--- config.mk ---
export PLATFORM = sky130hd
export DESIGN_NAME = peer_token_bucket_admission_core
export DESIGN_NICKNAME = d
export VERILOG_FILES = /design/src/design/ptba_pkg.sv /design/src/design/peer_token_bucket_admission_core.sv /design/src/design/ptba_eval.sv
export SDC_FILE = /design/constraint.sdc
export NUM_CORES = 2
export LEC_CHECK = 0
export BUFFER_PORTS_ARGS = -buffer_cell sky130_fd_sc_hd__buf_4
export CAP_MARGIN = 40
export CORE_ASPECT_RATIO = 0.6
export CORE_MARGIN = 8
export CORE_UTILIZATION = 58
export CTS_CLUSTER_DIAMETER = 120
export DETAILED_ROUTE_END_ITERATION = 16
export PLACE_DENSITY_LB_ADDON = 0.3
export SYNTH_ARGS = -nofsm -noshare
export SYNTH_HDL_FRONTEND = slang
export SYNTH_SLANG_ARGS = --single-unit
--- constraint.sdc ---
create_clock -name clk_i -period 15.83 [get_ports clk_i]
set_input_delay 1.583 -clock clk_i [delete_from_list [all_inputs] [get_ports clk_i]]
set_output_delay 1.583 -clock clk_i [all_outputs]
set_load 0.03 [all_outputs]
--- src/design/ptba_pkg.sv ---
package ptba_pkg;

  localparam int unsigned NumPeersDefault = 16;

  localparam int unsigned OpW     = 2;
  localparam int unsigned SlotW   = 4;
  localparam int unsigned TimeW   = 48;
  localparam int unsigned StatusW = 3;
  localparam int unsigned CountW  = 8;
  localparam int unsigned MRateW  = 8;
  localparam int unsigned CRateW  = 10;
  localparam int unsigned MCredW  = 34;
  localparam int unsigned CCredW  = 30;
  localparam int unsigned MPerW   = 26;
  localparam int unsigned CPerW   = 20;
  localparam int unsigned CfgIdxW = 2;
  localparam int unsigned CfgDataW = 10;
  localparam int unsigned InDataW  = 56;
  localparam int unsigned OutDataW = 16;

  localparam logic [MPerW-1:0] MPeriod = MPerW'(60_000_000);
  localparam logic [CPerW-1:0] CPeriod = CPerW'(1_000_000);

  typedef enum logic [OpW-1:0] {
    OP_MANIFEST   = 2'd0,
    OP_CHUNK      = 2'd1,
    OP_RELEASE    = 2'd2,
    OP_DISCONNECT = 2'd3
  } op_e;

  typedef enum logic [StatusW-1:0] {
    ST_ADMITTED   = 3'd0,
    ST_GLOBAL_CAP = 3'd1,
    ST_PEER_CAP   = 3'd2,
    ST_NO_TOKEN   = 3'd3,
    ST_DONE       = 3'd4
  } status_e;

  typedef enum logic [CfgIdxW-1:0] {
    CFG_MANIFEST_RATE = 2'd0,
    CFG_CHUNK_RATE    = 2'd1,
    CFG_MAX_GLOBAL    = 2'd2,
    CFG_MAX_PEER      = 2'd3
  } cfg_idx_e;

  typedef struct packed {
    logic [MRateW-1:0] m_rate;
    logic [CRateW-1:0] c_rate;
    logic [CountW-1:0] max_global;
    logic [CountW-1:0] max_peer;
  } cfg_t;

  typedef struct packed {
    logic [MCredW-1:0] m_credit;
    logic [TimeW-1:0]  m_time;
    logic [CCredW-1:0] c_credit;
    logic [TimeW-1:0]  c_time;
    logic [CountW-1:0] active;
  } entry_t;

  typedef struct packed {
    logic              we;
    logic              valid_we;
    logic              valid;
    entry_t            ent;
    logic [CountW-1:0] global_cnt;
    logic              admitted;
    status_e           status;
  } upd_t;

endpackage

--- src/design/peer_token_bucket_admission_core.sv ---
// On acceptance a request is registered into the evaluation stage; its result is registered
// on commit, which waits while the output stalls. Throughput: one request per cycle unless
// the output stalls, set by the single read-modify-write of the per-peer table in that stage.
// Reset clears all slot valid bits, the global transfer count and the pipeline
// valids, and loads the configuration registers with their defaults.
module peer_token_bucket_admission_core import ptba_pkg::*; #(
  parameter int unsigned NUM_PEERS = NumPeersDefault
) (
  input  logic                clk_i,
  input  logic                rst_ni,
  input  logic                cfg_we_i,
  input  logic [CfgIdxW-1:0]  cfg_idx_i,
  input  logic [CfgDataW-1:0] cfg_wdata_i,
  input  logic                s_axis_tvalid,
  output logic                s_axis_tready,
  // Fields from bit 0: opcode[1:0], peer_slot[5:2], now_us[53:6], zero fill.
  input  logic [InDataW-1:0]  s_axis_tdata,
  output logic                m_axis_tvalid,
  input  logic                m_axis_tready,
  // Fields from bit 0: admitted[0], status[3:1], global_active[11:4], zero fill.
  output logic [OutDataW-1:0] m_axis_tdata
);

  localparam int unsigned IdxW = (NUM_PEERS > 1) ? $clog2(NUM_PEERS) : 1;

  cfg_t              cfg_q;
  logic [NUM_PEERS-1:0] slot_valid_q;
  logic [CountW-1:0] global_q;
  entry_t            mem [NUM_PEERS];

  logic              v1_q, v2_q;
  op_e               op_q;
  logic              in_range_q;
  logic [IdxW-1:0]   idx_q;
  logic [TimeW-1:0]  now_q;
  entry_t            rd_q;
  logic [OutDataW-1:0] out_q;

  logic              acc, commit, acc_in_range;
  logic [SlotW-1:0]  acc_slot;
  logic [IdxW-1:0]   acc_idx;
  upd_t              upd;

  assign acc_slot     = s_axis_tdata[OpW+SlotW-1:OpW];
  assign acc_in_range = (9'(acc_slot) < 9'(NUM_PEERS));
  assign acc_idx      = acc_in_range ? IdxW'(acc_slot) : '0;

  assign commit        = v1_q && (!v2_q || m_axis_tready);
  assign s_axis_tready = !v1_q || commit;
  assign acc           = s_axis_tvalid && s_axis_tready;
  assign m_axis_tvalid = v2_q;
  assign m_axis_tdata  = out_q;

  ptba_eval u_eval (
    .cfg_i        (cfg_q),
    .op_i         (op_q),
    .in_range_i   (in_range_q),
    .slot_valid_i (slot_valid_q[idx_q]),
    .ent_i        (rd_q),
    .global_i     (global_q),
    .now_i        (now_q),
    .upd_o        (upd)
  );

  always_ff @(posedge clk_i or negedge rst_ni) begin
    if (!rst_ni) begin
      cfg_q.m_rate     <= MRateW'(6);
      cfg_q.c_rate     <= CRateW'(32);
      cfg_q.max_global <= CountW'(8);
      cfg_q.max_peer   <= CountW'(2);
    end else if (cfg_we_i) begin
      unique case (cfg_idx_e'(cfg_idx_i))
        CFG_MANIFEST_RATE: cfg_q.m_rate     <= cfg_wdata_i[MRateW-1:0];
        CFG_CHUNK_RATE:    cfg_q.c_rate     <= cfg_wdata_i[CRateW-1:0];
        CFG_MAX_GLOBAL:    cfg_q.max_global <= cfg_wdata_i[CountW-1:0];
        CFG_MAX_PEER:      cfg_q.max_peer   <= cfg_wdata_i[CountW-1:0];
        default:           cfg_q            <= cfg_q;
      endcase
    end
  end

  always_ff @(posedge clk_i or negedge rst_ni) begin
    if (!rst_ni) begin
      v1_q         <= 1'b0;
      v2_q         <= 1'b0;
      slot_valid_q <= '0;
      global_q     <= '0;
    end else begin
      if (acc) begin
        v1_q <= 1'b1;
      end else if (commit) begin
        v1_q <= 1'b0;
      end
      if (commit) begin
        v2_q     <= 1'b1;
        global_q <= upd.global_cnt;
        if (upd.valid_we) begin
          slot_valid_q[idx_q] <= upd.valid;
        end
      end else if (m_axis_tready) begin
        v2_q <= 1'b0;
      end
    end
  end

  always_ff @(posedge clk_i) begin
    if (acc) begin
      op_q       <= op_e'(s_axis_tdata[OpW-1:0]);
      in_range_q <= acc_in_range;
      idx_q      <= acc_idx;
      now_q      <= s_axis_tdata[OpW+SlotW+TimeW-1:OpW+SlotW];
      if (commit && upd.we && idx_q == acc_idx) begin
        rd_q <= upd.ent;
      end else begin
        rd_q <= mem[acc_idx];
      end
    end
    if (commit) begin
      out_q <= {OutDataW'(0) | OutDataW'({upd.global_cnt, upd.status, upd.admitted})};
      if (upd.we) begin
        mem[idx_q] <= upd.ent;
      end
    end
  end

endmodule

--- src/design/ptba_eval.sv ---
module ptba_eval import ptba_pkg::*; (
  input  cfg_t              cfg_i,
  input  op_e               op_i,
  input  logic              in_range_i,
  input  logic              slot_valid_i,
  input  entry_t            ent_i,
  input  logic [CountW-1:0] global_i,
  input  logic [TimeW-1:0]  now_i,
  output upd_t              upd_o
);

  logic [MCredW-1:0] cap_m;
  logic [CCredW-1:0] cap_c;
  entry_t            base;
  logic [TimeW-1:0]  m_el, c_el;
  logic [MPerW-1:0]  m_el_c;
  logic [CPerW-1:0]  c_el_c;
  logic [MCredW-1:0] m_prod, m_fill, m_left;
  logic [CCredW-1:0] c_prod, c_fill, c_left;
  logic [MCredW:0]   m_sum;
  logic [CCredW:0]   c_sum;
  logic              m_ok, c_ok;

  assign cap_m = MCredW'(cfg_i.m_rate) * MCredW'(MPeriod);
  assign cap_c = CCredW'(cfg_i.c_rate) * CCredW'(CPeriod);

  always_comb begin
    if (slot_valid_i) begin
      base = ent_i;
    end else begin
      base.m_credit = cap_m;
      base.m_time   = '0;
      base.c_credit = cap_c;
      base.c_time   = '0;
      base.active   = '0;
    end
  end

  // Manifest bucket refill and take.
  always_comb begin
    m_el   = (now_i > base.m_time) ? now_i - base.m_time : '0;
    m_el_c = (m_el >= TimeW'(MPeriod)) ? MPeriod : m_el[MPerW-1:0];
    m_prod = MCredW'(m_el_c) * MCredW'(cfg_i.m_rate);
    m_sum  = (MCredW+1)'(base.m_credit) + (MCredW+1)'(m_prod);
    if (base.m_time != '0) begin
      m_fill = (m_sum < (MCredW+1)'(cap_m)) ? m_sum[MCredW-1:0] : cap_m;
    end else begin
      m_fill = base.m_credit;
    end
    m_ok   = m_fill >= MCredW'(MPeriod);
    m_left = m_ok ? m_fill - MCredW'(MPeriod) : m_fill;
  end

  // Chunk bucket refill and take.
  always_comb begin
    c_el   = (now_i > base.c_time) ? now_i - base.c_time : '0;
    c_el_c = (c_el >= TimeW'(CPeriod)) ? CPeriod : c_el[CPerW-1:0];
    c_prod = CCredW'(c_el_c) * CCredW'(cfg_i.c_rate);
    c_sum  = (CCredW+1)'(base.c_credit) + (CCredW+1)'(c_prod);
    if (base.c_time != '0) begin
      c_fill = (c_sum < (CCredW+1)'(cap_c)) ? c_sum[CCredW-1:0] : cap_c;
    end else begin
      c_fill = base.c_credit;
    end
    c_ok   = c_fill >= CCredW'(CPeriod);
    c_left = c_ok ? c_fill - CCredW'(CPeriod) : c_fill;
  end

  always_comb begin
    upd_o.we         = 1'b0;
    upd_o.valid_we   = 1'b0;
    upd_o.valid      = slot_valid_i;
    upd_o.ent        = base;
    upd_o.global_cnt = global_i;
    upd_o.admitted   = 1'b0;
    upd_o.status     = ST_DONE;
    if (!in_range_i) begin
      if (op_i == OP_MANIFEST || op_i == OP_CHUNK) begin
        upd_o.status = ST_NO_TOKEN;
      end
    end else begin
      unique case (op_i)
        OP_MANIFEST: begin
          upd_o.we              = 1'b1;
          upd_o.valid_we        = 1'b1;
          upd_o.valid           = 1'b1;
          upd_o.ent.m_credit    = m_left;
          upd_o.ent.m_time      = now_i;
          upd_o.admitted        = m_ok;
          upd_o.status          = m_ok ? ST_ADMITTED : ST_NO_TOKEN;
        end
        OP_CHUNK: begin
          if (global_i >= cfg_i.max_global) begin
            upd_o.status = ST_GLOBAL_CAP;
          end else begin
            upd_o.we       = 1'b1;
            upd_o.valid_we = 1'b1;
            upd_o.valid    = 1'b1;
            if (base.active >= cfg_i.max_peer) begin
              upd_o.status = ST_PEER_CAP;
            end else begin
              upd_o.ent.c_credit = c_left;
              upd_o.ent.c_time   = now_i;
              upd_o.admitted     = c_ok;
              upd_o.status       = c_ok ? ST_ADMITTED : ST_NO_TOKEN;
              if (c_ok) begin
                upd_o.ent.active = base.active + CountW'(1);
                upd_o.global_cnt = global_i + CountW'(1);
              end
            end
          end
        end
        OP_RELEASE: begin
          if (slot_valid_i) begin
            upd_o.we = 1'b1;
            if (base.active != '0) begin
              upd_o.ent.active = base.active - CountW'(1);
            end
            if (global_i != '0) begin
              upd_o.global_cnt = global_i - CountW'(1);
            end
          end
        end
        OP_DISCONNECT: begin
          if (slot_valid_i) begin
            upd_o.valid_we = 1'b1;
            upd_o.valid    = 1'b0;
            if (base.active != '0 && global_i >= base.active) begin
              upd_o.global_cnt = global_i - base.active;
            end
          end
        end
        default: begin
          upd_o.status = ST_DONE;
        end
      endcase
    end
  end

endmodule
==> results.yml <==
status:
  status: "finished, final reports clean"
die:
  core.rowCount: 143
  die_y_um: 406
  ioPinCount: 91
  die_width_um: 666
  core_um2: 253000
  start_util: 0.582
  die_area_um2: 271000
critical_path:
  startpoint_type: "register"
  crit_path_max_fanout: 26
  r2r_start: "idx_q[0]"
  required_ns: 16.41
  critPathSlowestCell: "nor4_1"
  path_buf_inv: 10
  cp_slowest_stage_delay_ns: 0.60
  crit_top_cell: "buf_4"
  crit_arrival_ns: 16.13
  crit_type: "reg2reg"
  critPathLaunch: "idx_q[0]"
  end_kind: "register"
  crit_family: "simple AND/OR/NAND/NOR gates"
synth:
  ys.flop_type: "edfxtp_1"
  syn_area_per_cell_um2: 15.8
  ys_seq_area_frac: 0.606
  async_reset_ff_frac: 0.0201
  synth_common_cells: "edfxtp_1, mux4_2, inv_1"
  synth_edf_count: 2922
  synth_area_leaders: "edfxtp_1, mux4_2, fa_1"
  yosysTopAreaCell: "edfxtp_1"
  yosysMostFrequentCell: "edfxtp_1"
  yosysWarnings: 0
  ys_ff_latch: 2982
  synth_cells: 9296
  netlist_area_um2: 147000
  yosysTopAreaCellShare: 0.596
  synth_cell_types: 106
clock_tree:
  cts_buffers: 276
  cts.path.max_buffers: 4
  ctsHoldBuffers: 0
  clock_latency_ns: 0.90
  cts.htree.levels: 5
  clock-sinks: 2982
  cts_root_buffer: "clkbuf_16"
  clk_pin_slew_ns: 0.07
  tritoncts: "done"
place:
  dp.cells: 13300
  hpwlAfterDp_um: 272000
  io_buffers: 84
  place_congestion: 1.01
routing:
  drc: 0
  drtIter0Drc: 13400
  ant_nets: 0
  wl_um: 430000
  drtPass1Iterations: 8
  post_drt_wl_per_cell_um: 31.2
  num_vias: 92600
  routed_via_density: 6.70
finish:
  stdcell_count: 13800
  nets: 11100
  syn_to_final_growth_pct: 14.5
  drive_gt1_frac: 0.254
  utilization: 0.667
global_routing:
  first_global_vias: 91000
  grt_pass1_wl_um: 624000
  grt_usage: 0.314
  antenna_found_initial: 15
  overflow: 0
  grt_start_max_net_pins: 113
timing:
  slew_headroom: 0.304
  layout_min_cycle_time_ns: 15.55
  max_freq_mhz: 64.3
  hold_viol: 0
  fin_skew_ns: 0.0956
  finalSetupTns_ns: 0
  worst_slew_pin_slew_ns: 1.04
  finalCritPeriodShare: 0.982
  slew_viol_final: 0
  setup_viol: 0
min_path:
  holdCritStartpoint: "cfg_q[12]"
  worstHoldPathType: "reg2reg"
job:
  maxCapViolations: 0
[state kept, by name, indices dropped and copies added, names as in the netlist]
register,flops
op_q,2
mem,2688
v1_q,1
cfg_q,34
idx_q,4
slot_valid_q,16
rd_q,168
m_axis_tdata,12
global_q,8
m_axis_tvalid,1
now_q,48
[path summary, 6_finish.rpt]
check | to | slack [ns] | cells past startpoint
worst max register to register | rd_q[164] | 0.28 | 54
min in group asynchronous | cfg_q[17] | 0.57 | 1
worst min register to register | cfg_q[12] | 0.50 | 1
worst min-delay path | cfg_q[12] | 0.50 | 1
max in group asynchronous | cfg_q[31] | 14.18 | 2
worst max-delay path | rd_q[164] | 0.28 | 54
[layer usage]
layer  part of all wire  routed length, µm  global-route usage
met4              0.031              13300              0.0866
met1               0.40             174000               0.477
met2               0.43             185000               0.452
met5           0.000063                 27                   0
met3               0.14              58200              0.0820
[area by class of cell]
cell class | count | area [µm²]
Antenna cell | 7 | 17.5
Clock buffer | 334 | 7240
Clock inverter | 143 | 1540
Fill cell | 16800 | 84200
Inverter | 619 | 2320
Multi-Input combinational cell | 5206 | 54500
Sequential cell | 2982 | 89300
Tap cell | 3407 | 4260
Timing Repair Buffer | 1113 | 9440
[layout by cell type, fill, tap and decap left out, types with 62 or more instances in the layout]
master,netlist,layout
inv_1,618,617
mux2i_1,98,97
buf_4,5,1028
clkbuf_16,0,285
xnor2_1,137,136
nor4_1,71,63
and3_1,84,81
a31oi_1,68,62
mux2_2,181,181
fa_1,402,402
o21ai_0,357,344
nor2_1,227,210
and2_1,73,72
nand4_1,140,140
mux4_2,799,799
a21oi_1,354,346
nand2_1,612,612
nand3_1,160,156
a21o_1,162,160
xor2_1,76,76
edfxtp_1,2922,2922
ha_1,440,437
[cells by family after synthesis]
group                      share of synthesized area
other                                      0.0000255
buffers and inverters                         0.0288
adders and majority gates                     0.0921
and+or+nand+nor                               0.0570
muxes                                          0.143
AOI/OAI and AO/OA                             0.0603
xor gates and xnor gates                      0.0127
DFF                                            0.606
[stage by stage]
| stage | setup WS, ns | hold slack [ns] | area [µm²] |
|---|---|---|---|
| floorplan | 0.191 | 0.457 | 147000 |
| global placement | -0.311 | 0.468 | 158000 |
| detailed placement | -0.414 | 0.493 | 159000 |
| CTS | 0.0170 | 0.506 | 168000 |
| global route | -0.0244 | 0.521 | 169000 |
| finish | 0.284 | 0.505 | 169000 |
[repair_timing]
item,4_1_cts,5_1_grt
pin swaps,2,27
gates resized for setup,17,104
hold endpoints to repair,0,0
gates cloned,0,4
setup buffers,3,10
endpoints found under the setup margin,726,1005
Power is left out: the tool's default activity adds up to more than one toggle a clock period on the data nets, which glitch-free logic cannot reach.
